<file path="src/rtl/intel_hex_record_emitter_top_defines.svh">
// Assertion helpers for the files that check their own logic.
// Each macro expects signals named clk and arst_n in the enclosing scope.
`ifndef INTEL_HEX_RECORD_EMITTER_TOP_DEFINES_SVH
`define INTEL_HEX_RECORD_EMITTER_TOP_DEFINES_SVH

// Consequent must hold in the same cycle as the antecedent.
`define IHEX_ASSERT_SAME(lbl, ante, cons) \
	lbl: assert property (@(posedge clk) disable iff (!arst_n) (ante) |-> (cons)) \
		else $error("ihex check failed");

// Consequent must hold in the cycle after the antecedent.
`define IHEX_ASSERT_NEXT(lbl, ante, cons) \
	lbl: assert property (@(posedge clk) disable iff (!arst_n) (ante) |=> (cons)) \
		else $error("ihex check failed");

`endif

</file>
<file path="src/rtl/ihex_pkg.sv">
`default_nettype none

package ihex_pkg;

	// Default number of data bytes per record.
	localparam int RecordBytesDef = 16;

	// Input actions.
	localparam logic ActData   = 1'b0;
	localparam logic ActFinish = 1'b1;

	// Fixed characters of the record text.
	localparam logic [7:0] ChColon = 8'h3A;
	localparam logic [7:0] ChCr    = 8'h0D;
	localparam logic [7:0] ChLf    = 8'h0A;

	// Record type bytes.
	localparam logic [7:0] TypeData = 8'h00;
	localparam logic [7:0] TypeEof  = 8'h01;

	typedef struct packed {
		logic       action;
		logic [7:0] data_byte;
	} in_beat_t;

	typedef struct packed {
		logic [7:0] ascii_char;
		logic       last_char;
	} out_beat_t;

	typedef enum logic [2:0] {
		S_IDLE,
		S_COLON,
		S_HEX_HI,
		S_HEX_LO,
		S_RD,
		S_CR,
		S_LF
	} state_t;

	// Which byte of the record is being printed.
	typedef enum logic [2:0] {
		F_COUNT,
		F_ADDR_HI,
		F_ADDR_LO,
		F_TYPE,
		F_DATA,
		F_CSUM
	} fld_t;

	// Which character source feeds the output register.
	typedef enum logic [2:0] {
		C_COLON,
		C_HI,
		C_LO,
		C_CR,
		C_LF
	} chr_t;

	typedef struct packed {
		logic wr;
		logic start_data;
		logic start_eof;
		logic emit;
		chr_t chr;
		fld_t fld;
		logic last;
		logic add_sum;
		logic next_idx;
	} ctl_cmd_t;

	typedef struct packed {
		logic full;
		logic fill_zero;
		logic count_zero;
		logic last_byte;
		logic out_free;
	} dp_sts_t;

	// Upper-case ASCII hex digit of a nibble.
	function automatic logic [7:0] hex_char(input logic [3:0] nib);
		logic [7:0] c;
		if (nib < 4'd10) begin
			c = 8'h30 + {4'h0, nib};
		end else begin
			c = 8'h37 + {4'h0, nib};
		end
		return c;
	endfunction

endpackage

`default_nettype wire

</file>
<file path="src/rtl/ihex_ram.sv">
`default_nettype none

module ihex_ram #(
	parameter int WIDTH = 8,
	parameter int DEPTH = 16,
	localparam int AW = (DEPTH > 1) ? $clog2(DEPTH) : 1
) (
	input  wire logic             clk,
	input  wire logic             we,
	input  wire logic [AW-1:0]    waddr,
	input  wire logic [WIDTH-1:0] wdata,
	input  wire logic [AW-1:0]    raddr,
	output logic      [WIDTH-1:0] rdata
);

	logic [WIDTH-1:0] mem [DEPTH];

	// One write port and one registered read port.
	always_ff @(posedge clk) begin
		if (we) begin
			mem[waddr] <= wdata;
		end
		rdata <= mem[raddr];
	end

endmodule

`default_nettype wire

</file>
<file path="src/rtl/ihex_ctl.sv">
`default_nettype none

module ihex_ctl (
	input  wire logic            clk,
	input  wire logic            arst_n,
	input  wire logic            in_valid,
	input  wire logic            action,
	input  wire ihex_pkg::dp_sts_t sts,
	output ihex_pkg::ctl_cmd_t   cmd,
	output logic                 in_stall
);

	import ihex_pkg::*;

	state_t state_q, state_d;
	fld_t   fld_q, fld_d;
	logic   pend_eof_q, pend_eof_d;
	logic   in_fire;

	assign in_fire  = in_valid && (state_q == S_IDLE);
	assign in_stall = (state_q != S_IDLE);

	// Next state: walk through the characters of one record, then of a pending end record.
	always_comb begin
		state_d    = state_q;
		fld_d      = fld_q;
		pend_eof_d = pend_eof_q;
		case (state_q)
			S_IDLE: begin
				if (in_fire) begin
					fld_d      = F_COUNT;
					pend_eof_d = (action == ActFinish) && !sts.fill_zero;
					if (action == ActFinish || sts.full) begin
						state_d = S_COLON;
					end
				end
			end
			S_COLON: begin
				if (sts.out_free) begin
					state_d = S_HEX_HI;
				end
			end
			S_HEX_HI: begin
				if (sts.out_free) begin
					state_d = S_HEX_LO;
				end
			end
			S_HEX_LO: begin
				if (sts.out_free) begin
					state_d = S_HEX_HI;
					case (fld_q)
						F_COUNT:   fld_d = F_ADDR_HI;
						F_ADDR_HI: fld_d = F_ADDR_LO;
						F_ADDR_LO: fld_d = F_TYPE;
						F_TYPE: begin
							if (sts.count_zero) begin
								fld_d = F_CSUM;
							end else begin
								fld_d   = F_DATA;
								state_d = S_RD;
							end
						end
						F_DATA: begin
							if (sts.last_byte) begin
								fld_d = F_CSUM;
							end else begin
								state_d = S_RD;
							end
						end
						F_CSUM:  state_d = S_CR;
						default: state_d = S_IDLE;
					endcase
				end
			end
			S_RD: begin
				state_d = S_HEX_HI;
			end
			S_CR: begin
				if (sts.out_free) begin
					state_d = S_LF;
				end
			end
			S_LF: begin
				if (sts.out_free) begin
					if (pend_eof_q) begin
						state_d    = S_COLON;
						fld_d      = F_COUNT;
						pend_eof_d = 1'b0;
					end else begin
						state_d = S_IDLE;
					end
				end
			end
			default: state_d = S_IDLE;
		endcase
	end

	// Commands to the datapath.
	always_comb begin
		cmd            = '0;
		cmd.fld        = fld_q;
		cmd.chr        = C_COLON;
		cmd.wr         = in_fire && (action == ActData);
		cmd.start_data = in_fire && (((action == ActData) && sts.full) ||
			((action == ActFinish) && !sts.fill_zero));
		cmd.start_eof  = in_fire && (action == ActFinish) && sts.fill_zero;
		case (state_q)
			S_COLON: begin
				cmd.emit = sts.out_free;
				cmd.chr  = C_COLON;
			end
			S_HEX_HI: begin
				cmd.emit = sts.out_free;
				cmd.chr  = C_HI;
			end
			S_HEX_LO: begin
				cmd.emit     = sts.out_free;
				cmd.chr      = C_LO;
				cmd.add_sum  = sts.out_free && (fld_q != F_CSUM);
				cmd.next_idx = sts.out_free && (fld_q == F_DATA);
			end
			S_CR: begin
				cmd.emit = sts.out_free;
				cmd.chr  = C_CR;
			end
			S_LF: begin
				cmd.emit      = sts.out_free;
				cmd.chr       = C_LF;
				cmd.last      = !pend_eof_q;
				cmd.start_eof = sts.out_free && pend_eof_q;
			end
			default: begin
				cmd.emit = 1'b0;
			end
		endcase
	end

	// Controller registers.
	always_ff @(posedge clk or negedge arst_n) begin
		if (!arst_n) begin
			state_q    <= S_IDLE;
			fld_q      <= F_COUNT;
			pend_eof_q <= 1'b0;
		end else begin
			state_q    <= state_d;
			fld_q      <= fld_d;
			pend_eof_q <= pend_eof_d;
		end
	end

endmodule

`default_nettype wire

</file>
<file path="src/rtl/ihex_dp.sv">
`default_nettype none

module ihex_dp #(
	parameter int RECORD_BYTES = ihex_pkg::RecordBytesDef
) (
	input  wire logic               clk,
	input  wire logic               arst_n,
	input  wire ihex_pkg::ctl_cmd_t cmd,
	output ihex_pkg::dp_sts_t       sts,
	input  wire logic [7:0]         data_byte,
	input  wire logic               cfg_we,
	input  wire logic [15:0]        cfg_data,
	input  wire logic               out_stall,
	output logic                    out_valid,
	output ihex_pkg::out_beat_t     out_data
);

	import ihex_pkg::*;

	localparam int CntW = $clog2(RECORD_BYTES + 1);
	localparam int AddrW = (RECORD_BYTES > 1) ? $clog2(RECORD_BYTES) : 1;

	logic [CntW-1:0] fill_q;
	logic [CntW-1:0] rec_count_q;
	logic [CntW-1:0] idx_q;
	logic [CntW-1:0] cnt_d;
	logic [15:0]     offset_q;
	logic [15:0]     start_q;
	logic [15:0]     rec_addr_q;
	logic            eof_rec_q;
	logic [7:0]      sum_q;
	logic [7:0]      rd_data;
	logic [7:0]      cur_byte;
	logic [7:0]      chr;
	logic            out_valid_q;
	out_beat_t       out_q;

	// Record buffer.
	ihex_ram #(
		.WIDTH(8),
		.DEPTH(RECORD_BYTES)
	) u_buf (
		.clk  (clk),
		.we   (cmd.wr),
		.waddr(fill_q[AddrW-1:0]),
		.wdata(data_byte),
		.raddr(idx_q[AddrW-1:0]),
		.rdata(rd_data)
	);

	// Byte count of a data record started in this cycle.
	assign cnt_d = cmd.wr ? CntW'(fill_q + CntW'(1)) : fill_q;

	// Status back to the controller.
	always_comb begin
		sts.full       = (fill_q == CntW'(RECORD_BYTES - 1));
		sts.fill_zero  = (fill_q == '0);
		sts.count_zero = (rec_count_q == '0);
		sts.last_byte  = (CntW'(idx_q + CntW'(1)) == rec_count_q);
		sts.out_free   = !out_valid_q || !out_stall;
	end

	// Byte of the record currently being printed.
	always_comb begin
		case (cmd.fld)
			F_COUNT:   cur_byte = 8'(rec_count_q);
			F_ADDR_HI: cur_byte = rec_addr_q[15:8];
			F_ADDR_LO: cur_byte = rec_addr_q[7:0];
			F_TYPE:    cur_byte = eof_rec_q ? TypeEof : TypeData;
			F_DATA:    cur_byte = rd_data;
			F_CSUM:    cur_byte = 8'(~sum_q + 8'd1);
			default:   cur_byte = 8'h00;
		endcase
	end

	// Character to place in the output register.
	always_comb begin
		case (cmd.chr)
			C_COLON: chr = ChColon;
			C_HI:    chr = hex_char(cur_byte[7:4]);
			C_LO:    chr = hex_char(cur_byte[3:0]);
			C_CR:    chr = ChCr;
			C_LF:    chr = ChLf;
			default: chr = ChColon;
		endcase
	end

	// Fill count, running offset and start address.
	always_ff @(posedge clk or negedge arst_n) begin
		if (!arst_n) begin
			fill_q   <= '0;
			offset_q <= '0;
			start_q  <= '0;
		end else begin
			if (cfg_we) begin
				start_q <= cfg_data;
			end
			if (cmd.start_data) begin
				fill_q   <= '0;
				offset_q <= offset_q + 16'(cnt_d);
			end else if (cmd.start_eof) begin
				fill_q   <= '0;
				offset_q <= '0;
			end else if (cmd.wr) begin
				fill_q <= cnt_d;
			end
		end
	end

	// Header fields, byte index and checksum of the record in flight.
	always_ff @(posedge clk) begin
		if (cmd.start_data) begin
			rec_count_q <= cnt_d;
			rec_addr_q  <= start_q + offset_q;
			eof_rec_q   <= 1'b0;
		end else if (cmd.start_eof) begin
			rec_count_q <= '0;
			rec_addr_q  <= '0;
			eof_rec_q   <= 1'b1;
		end
		if (cmd.start_data || cmd.start_eof) begin
			idx_q <= '0;
			sum_q <= '0;
		end else begin
			if (cmd.next_idx) begin
				idx_q <= CntW'(idx_q + CntW'(1));
			end
			if (cmd.add_sum) begin
				sum_q <= sum_q + cur_byte;
			end
		end
	end

	// Output register: one character beat.
	always_ff @(posedge clk or negedge arst_n) begin
		if (!arst_n) begin
			out_valid_q <= 1'b0;
		end else if (cmd.emit) begin
			out_valid_q <= 1'b1;
		end else if (!out_stall) begin
			out_valid_q <= 1'b0;
		end
	end

	always_ff @(posedge clk) begin
		if (cmd.emit) begin
			out_q.ascii_char <= chr;
			out_q.last_char  <= cmd.last;
		end
	end

	assign out_valid = out_valid_q;
	assign out_data  = out_q;

endmodule

`default_nettype wire

</file>
<file path="src/rtl/intel_hex_record_emitter_top.sv">
// Channel   Direction  Handshake            Beat
// in        input      in_valid / in_stall  action, data_byte
// out       output     out_valid / out_stall ascii_char, last_char
// cfg       input      cfg_valid / cfg_ready start_address (write only)
//
// A data byte that does not complete a record gives no beat. A record is sent one
// character per cycle while the output is not stalled, with a buffer read step
// before each data byte; the end record has no data bytes.
// Asynchronous active-low reset clears the fill count, offset and start address.
// A stalled output holds the sequencer; new input is taken only between records.
`default_nettype none

`include "intel_hex_record_emitter_top_defines.svh"

module intel_hex_record_emitter_top #(
	parameter int RECORD_BYTES = ihex_pkg::RecordBytesDef
) (
	input  wire logic                clk,
	input  wire logic                arst_n,
	input  wire logic                in_valid,
	output logic                     in_stall,
	input  wire ihex_pkg::in_beat_t  in_data,
	output logic                     out_valid,
	input  wire logic                out_stall,
	output ihex_pkg::out_beat_t      out_data,
	input  wire logic                cfg_valid,
	output logic                     cfg_ready,
	input  wire logic [15:0]         cfg_data
);

	import ihex_pkg::*;

	ctl_cmd_t cmd;
	dp_sts_t  sts;

	// The start address register accepts a write in any cycle.
	assign cfg_ready = 1'b1;

	// Record sequencer.
	ihex_ctl u_ctl (
		.clk     (clk),
		.arst_n  (arst_n),
		.in_valid(in_valid),
		.action  (in_data.action),
		.sts     (sts),
		.cmd     (cmd),
		.in_stall(in_stall)
	);

	// Buffer, counters, checksum and output register.
	ihex_dp #(
		.RECORD_BYTES(RECORD_BYTES)
	) u_dp (
		.clk      (clk),
		.arst_n   (arst_n),
		.cmd      (cmd),
		.sts      (sts),
		.data_byte(in_data.data_byte),
		.cfg_we   (cfg_valid && cfg_ready),
		.cfg_data (cfg_data),
		.out_stall(out_stall),
		.out_valid(out_valid),
		.out_data (out_data)
	);

	// A finish beat always produces at least the end record.
	`IHEX_ASSERT_NEXT(a_finish_busy, in_valid && !in_stall && in_data.action == ActFinish, in_stall)
	// A byte that does not fill the buffer leaves the block ready.
	`IHEX_ASSERT_NEXT(a_byte_quiet, in_valid && !in_stall && in_data.action == ActData && !sts.full, !in_stall)
	// After the final character of an item the block takes input again.
	`IHEX_ASSERT_NEXT(a_last_idle, cmd.emit && cmd.last, !in_stall)

endmodule

`default_nettype wire
</file>
<file path="config.mk">
export PLATFORM = sky130hd
export DESIGN_NAME = intel_hex_record_emitter_top
export DESIGN_NICKNAME = d
export VERILOG_FILES = /design/src/rtl/ihex_pkg.sv /design/src/rtl/ihex_ram.sv /design/src/rtl/ihex_ctl.sv /design/src/rtl/ihex_dp.sv /design/src/rtl/intel_hex_record_emitter_top.sv
export VERILOG_INCLUDE_DIRS = /design/src /design/src/rtl
export SDC_FILE = /design/constraint.sdc
export NUM_CORES = 1
export LEC_CHECK = 0
export ABC_AREA = 1
export BUFFER_PORTS_ARGS = -buffer_cell sky130_fd_sc_hd__buf_2
export CORE_MARGIN = 2
export CORE_UTILIZATION = 55
export CTS_CLUSTER_DIAMETER = 80
export DETAILED_ROUTE_END_ITERATION = 10
export PLACE_DENSITY = 0.71
export SYNTH_ARGS = -nofsm -noshare
export SYNTH_HDL_FRONTEND = slang
export SYNTH_SLANG_ARGS = --single-unit
</file>
<file path="constraint.sdc">
create_clock -name clk -period 5.15 [get_ports clk]
set_input_delay 0.2575 -clock clk [delete_from_list [all_inputs] [get_ports clk]]
set_output_delay 0.2575 -clock clk [all_outputs]
set_load 0.01 [all_outputs]
</file>
### Word level (Yosys, flattened, before mapping)

Memory sizes are Yosys's and may differ from the RTL's. A register that Yosys moved wholly into a read port is not among the register bits.
Cells that the tools add are included.

| word-level totals | value |
|---|---|
| register bits | 89 |
| latch bits | 0 |
| RAM bits | 128 |
| bits in read-only memories | 0 |
| input bits | 30 |
| memories | 1 |

Memories:

| name | words | bits a word | rd ports | clocked after memory_dff | wr ports | RTL line | source |
|---|---|---|---|---|---|---|---|
| u_dp.u_buf.mem | 16 | 8 | 1 | 1 | 1 | ihex_ram.sv:16 | `logic [WIDTH-1:0] mem [DEPTH];` |

| cells by class | value |
|---|---|
| add/subtract/negate cells | 10 |
| $mul | 0 |
| divide/modulo/power cells | 0 |
| order comparisons | 2 |
| eq/ne operators | 29 |
| shifts and indexed selects | 0 |
| muxes and demuxes | 45 |
| bitwise operators | 2 |
| reduce and logical (&&, ||, !) cells | 32 |

Operator list:

| cell | count |
|---|---|
| two-way mux 16 bit | 3 |
| one-hot mux 8 bit (6 select lines) | 1 |
| two-way mux 3 bit | 14 |
| one-hot mux 8 bit (4 select lines) | 1 |
| two-way mux 5 bit | 6 |
| adder 6 x 4 -> 7 bit (first input constant) | 4 |
| one-hot mux 3 bit (4 select lines) | 2 |
| one-hot mux 3 bit (7 select lines) | 1 |
| == test 3 x 2 -> 1 bit (second input constant) | 6 |
| == test 3 bit (second input constant) | 6 |
| adder 16 bit | 1 |
| adder 16 x 5 -> 16 bit | 1 |
| two-way mux 8 bit | 2 |
| inequality test 2 x 1 -> 1 bit (second input constant) | 8 |
| one-hot mux 3 bit (5 select lines) | 1 |
| AND reduction 7 bit | 2 |
| two-way mux 1 bit | 11 |
| adder 5 x 1 -> 5 bit (second input constant) | 2 |
| logical AND 1 bit | 10 |
| zero test 5 bit | 2 |
| == test 3 x 1 -> 1 bit (second input constant) | 3 |
| one-hot mux 3 bit (3 select lines) | 1 |
| nonzero test 3 bit | 3 |
| adder 8 x 1 -> 8 bit (second input constant) | 1 |
| other kinds (18) | 28 |

### Logic depth before layout (Yosys ltp)

| logic depth | value |
|---|---|
| depth after elaboration | 7 |
| mapped depth | 20 |
| gate-level depth less buffers | 19 |

### Cells and area by module

A second synthesis with hierarchy kept.

| second synthesis, totals | value |
|---|---|
| cells, all modules | 1,354 |
| area total of the unflattened synthesis | 11,857.6 um^2 |

By module, submodules not included:

| module | times used | cells an instance | area an instance (um^2) | sequential area each (um^2) |
|---|---|---|---|---|
| ihex_ram | 1 | 551 | 5,766.8 | 4,003.8 |
| ihex_dp | 1 | 696 | 5,427.7 | 2,102.0 |
| ihex_ctl | 1 | 105 | 651.9 | 175.2 |
| intel_hex_record_emitter_top | 1 | 2 | 11.3 | 0.0 |

### Least setup slack after synthesis

No wires, ideal clock.

| path | value |
|---|---|
| path type | register to register |
| start | register u_ctl.state_q[0] |
| end | register u_dp.offset_q[7] |
| arrival time | 2,695 ps |
| data required time | 5,033 ps |
| slack | 2,338 ps |
| stages on the path, launching flop included | 19 |
| period minus slack after synthesis | 2,812 ps |
| cells stage by stage | dfrtp_1 buf_6 nor3_4 nand2_4 nor2_4 inv_2 nor2_1 nand3_1 xor2_1 inv_1 ha_1 nand2_1 inv_1 o21ai_0 nand3_1 and3_1 or2_2 nand3_1 nand2_1 |

| on the way | value |
|---|---|
| cells in the longest elaborated chain, start to end | 6 |
| elaborated cells on any way between the ends | 12 |
| classes of those cells | 1 x add/sub; 1 x eq/ne; 3 x mux; 7 x reduce/logical |

Ends and longest elaborated chain:

| what | RTL line | source |
|---|---|---|
| start, declared | ihex_ctl.sv:15 | `state_t state_q, state_d;` |
| start signal, assigned | ihex_ctl.sv:145 | `state_q <= state_d;` |
| zero test 3 bit | ihex_ctl.sv:20 | `assign in_fire = in_valid && (state_q == S_IDLE);` |
| logical AND 1 bit | ihex_ctl.sv:20 |  |
| logical AND 1 bit | ihex_ctl.sv:103 | `cmd.wr = in_fire && (action == ActData);` |
| two-way mux 5 bit | ihex_dp.sv:52 | `assign cnt_d = cmd.wr ? CntW'(fill_q + CntW'(1)) : fill_q;` |
| net u_dp.cnt_d[3] | ihex_dp.sv:26 | `logic [CntW-1:0] cnt_d;` |
| adder 16 x 5 -> 16 bit | ihex_dp.sv:100 | `offset_q <= offset_q + 16'(cnt_d);` |
| two-way mux 16 bit | ihex_dp.sv:98 | `if (cmd.start_data) begin` |
| end signal, assigned | ihex_dp.sv:100 |  |
| end, declared | ihex_dp.sv:27 | `logic [15:0] offset_q;` |

The timed path passes the listed nets, and every way through them passes these cells.
A chain may end at the register's enable or synchronous reset.

### Worst setup path in the final report

| path | value |
|---|---|
| start | register u_ctl.state_q[0] |
| end | register u_dp.offset_q[9] |

The elaborated chain is that of the path after synthesis.

==> flow_summary.ini <==
[die]
die_width_um = 146.2
fp_rows = 52
io_pins = 42
initial_core_util_pct = 55.49
floorplan.die_area_um2 = 21370
fp.coreArea_um2 = 20040
die_h_um = 146.2

[timing]
final-hold-violation-count = 0
setup_ws_ps = 1934
tightest_slew_ps = 922.4
relSlewSlack_pct = 38.28
fmax_mhz = 311.0
final-setup-viol-count = 0
min_period_over_period_pct = 62.44
drv_slew = 0
clock_skew_ps = 20.03
final_period_minus_worst_setup_slack_ps = 3216
setup_tns_ps = 0
grt_setup_unrepaired = no

[route]
routedWlPerCell_um = 16.86
antenna_violating_nets_post_route = 0
drtPass1Iterations = 5
routed_via_density = 5.564
drt_drc_violations_left = 0
routed-via-count = 8113
routed_wl_um = 24580
drtIter0Drc = 797

[synthesis]
synth-seq-area-share_pct = 56.49
synthMostInstantiatedCell = sky130_fd_sc_hd__nand2_1
mappedNetlistArea_um2 = 11120
synth-edff-count = 157
netlist-cell-type-count = 54
synth_largest_type_area_fraction_pct = 42.40
synth.avg_cell_area_um2 = 9.928
dominantRegCellSynth = sky130_fd_sc_hd__edfxtp_1
synth_top_cell_by_area = sky130_fd_sc_hd__edfxtp_1
synth_instances = 1120
synthesis.yosys.warnings = 0
synth.net_count = 1189
ys_seq_elements = 224
cell_types_with_the_largest_area_share_after_synthesis = sky130_fd_sc_hd__edfxtp_1 42%, sky130_fd_sc_hd__dfrtp_1 10%, sky130_fd_sc_hd__nand2_1 6.9%
synth-async-reset-ratio_pct = 20.09
ys_top_cells_by_count = 204 x sky130_fd_sc_hd__nand2_1, 157 x sky130_fd_sc_hd__edfxtp_1, 134 x sky130_fd_sc_hd__nor2_1

[global_routing]
grt_first_pass_wirelength_um = 40550
grt_max_degree = 69
grt-ovfl-total = 0
grt_util_all_layers_pct = 23.59
first_global_vias = 7790
antenna_found_initial = 0

[placed_design]
post-place-ws_ps = 1912
buffer_ports.inserted = 39
placedCellCount = 1397
final_wtd_congestion = 0.8665
place.detailed.hpwl_um = 16450

[clock_tree]
tritoncts = built
cts-htree-levels = 1
clock_slew_seen_by_the_registers_of_the_worst_setup_and_hold_paths_ps = 60
cts.sink_count = 224
clk_root_buffer_cell = sky130_fd_sc_hd__clkbuf_16
cts.repair_timing.setup_buffer_count = 0
clockBufferDepth = 3
tritoncts_buffer_count = 24
clkLatencyLatePin_ps = 530

[worst_setup_path]
setup.worst_path.class = reg2reg
end_kind = register
worst-endpoint-required_ps = 5560
cp-start-kind = register
worstPathMaxFanout = 8
worstPathArrival_ps = 3630

[cells_and_area]
fill_cells = 1648
final_nets = 1239
post_route_cells_drive_above_1_share_pct = 10.77
antennaDiodeCount = 0
final_cell_count_no_fill = 1458
area.growth.synth_to_final_pct = 11.91

[power_and_ir_drop]
pwr_density_cell_nw_per_um2 = 451.9
leakagePower_nw = 4.927
vdd_ir_drop_max_mv = 0.2606

[job]
cap_viol_max_count = 0

[outcome]
run_status = finished, final reports clean

[worst_hold_path]
min-delay-path-class = in2reg
## repair_timing
action,in CTS,in global routing
gates resized for setup,0,0
hold endpoints to repair,61,0
hold buffers,17,0
## metrics by stage
stage                     area [um2]  utilization [%]  hold slack [ps]  total power, mW
after global placement         11500            57.41            400.4            3.916
final                          12440            62.09            37.30            5.623
after detailed placement       11500            57.41            409.8            3.960
after floorplan                11120                -           -38.09            3.561
after CTS                      12440            62.09            20.46            5.641
after global routing           12440            62.09            49.92            6.007
## registers in the layout (all words and copies together), names as in the netlist
| name | flops |
|---|---|
| u_dp.u_buf.mem | 128 |
| u_dp.offset_q | 16 |
| u_dp.fill_q | 5 |
| u_dp.rec_count_q | 5 |
| u_dp.out_data | 8 |
| u_dp.eof_rec_q | 1 |
| u_dp.out_valid | 1 |
| u_dp.u_buf.rdata | 8 |
| u_dp.start_q | 16 |
| u_ctl.pend_eof_q | 1 |
| u_dp.idx_q | 5 |
| u_dp.rec_addr_q | 16 |
| u_ctl.state_q | 3 |
| u_ctl.fld_q | 3 |
| u_dp.sum_q | 8 |
## placed cells by master, fill, tap and decap left out, drive strengths merged, types with 15 or more instances in the layout
cell type,n
nand2,211
edfxtp,157
nor2,144
inv,101
o21ai,86
nand3,77
a21oi,57
dfrtp,45
buf,44
ha,36
clkbuf,32
mux2i,25
o221ai,25
dfxtp,22
dlygate4sd3,17
nand4,16
mux2,15
## power breakdown
group / switching (mW) / internal [mW] / total (mW)
combinational: 1.07 / 0.560 / 1.63
sequential: 0.173 / 2.15 / 2.32
clock: 0.700 / 0.971 / 1.67
total: 1.94 / 3.68 / 5.62
## layer usage
layer	routed length, um	up-vias	GRT usage, %
li1	-	4003	-
met1	11470	3850	34.80
met2	11340	221	37.19
met3	1274	39	3.281
met4	494	0	6.214
met5	0	-	0
## cell families after synthesis
group / count (synthesis) / synth area share [%]
compound gates: 203 / 10.84
xor+xnor: 13 / 1.024
fa+ha+maj: 39 / 4.591
buf+inv: 138 / 5.097
flops: 224 / 56.49
mux: 40 / 3.770
other cells: 2 / 0.06754
simple gates: 461 / 18.13
## path summary, 6_finish.rpt
check	from	endpoint	slack [ps]	cells after the start
setup reg to reg	u_ctl.state_q[0]$_DFFE_PN0P_	u_dp.offset_q[9]$_DFFE_PN0P_	1930	19
hold / removal	out_stall	u_dp.out_valid$_DFFE_PN0P_	40	3
min in group asynchronous	arst_n	u_ctl.state_q[2]$_DFFE_PN0P_	370	3
hold reg to reg	u_dp.sum_q[0]$_SDFFE_PP0P_	u_dp.sum_q[0]$_SDFFE_PP0P_	480	2
max in group asynchronous	arst_n	u_dp.offset_q[2]$_DFFE_PN0P_	4330	3
setup / recovery	u_ctl.state_q[0]$_DFFE_PN0P_	u_dp.offset_q[9]$_DFFE_PN0P_	1930	19
## layout make-up
class                      instances  area [um2]  share of cell area (%)
inverter                         101       379.1                   3.047
timing repair buffer              61       402.9                   3.238
clock inverter                    12       137.6                   1.106
multi-input combinational        758        4272                   34.33
sequential                       224        6284                   50.50
clock buffer                      32       630.6                   5.068
tap                              270       337.8                   2.715
## critical path, stage by stage, from the launching register on
cell                      delay, ps
sky130_fd_sc_hd__dfrtp_1        480
sky130_fd_sc_hd__nor3_4         310
sky130_fd_sc_hd__nand2_4        120
sky130_fd_sc_hd__nor2_4         130
sky130_fd_sc_hd__inv_2           90
sky130_fd_sc_hd__nor2_1         120
sky130_fd_sc_hd__nand3_1         90
sky130_fd_sc_hd__xor2_1         260
sky130_fd_sc_hd__inv_1           80
sky130_fd_sc_hd__ha_1           350
sky130_fd_sc_hd__nand2_1         70
sky130_fd_sc_hd__inv_1           70
sky130_fd_sc_hd__o21ai_0         80
sky130_fd_sc_hd__nand3_1        200
sky130_fd_sc_hd__and3_1         260
sky130_fd_sc_hd__nand2_1         80
sky130_fd_sc_hd__nor2_1         130
sky130_fd_sc_hd__nand2_1         60
sky130_fd_sc_hd__nand2_1         70
sky130_fd_sc_hd__nand2_1         40
(Power assumes the default switching activity.)
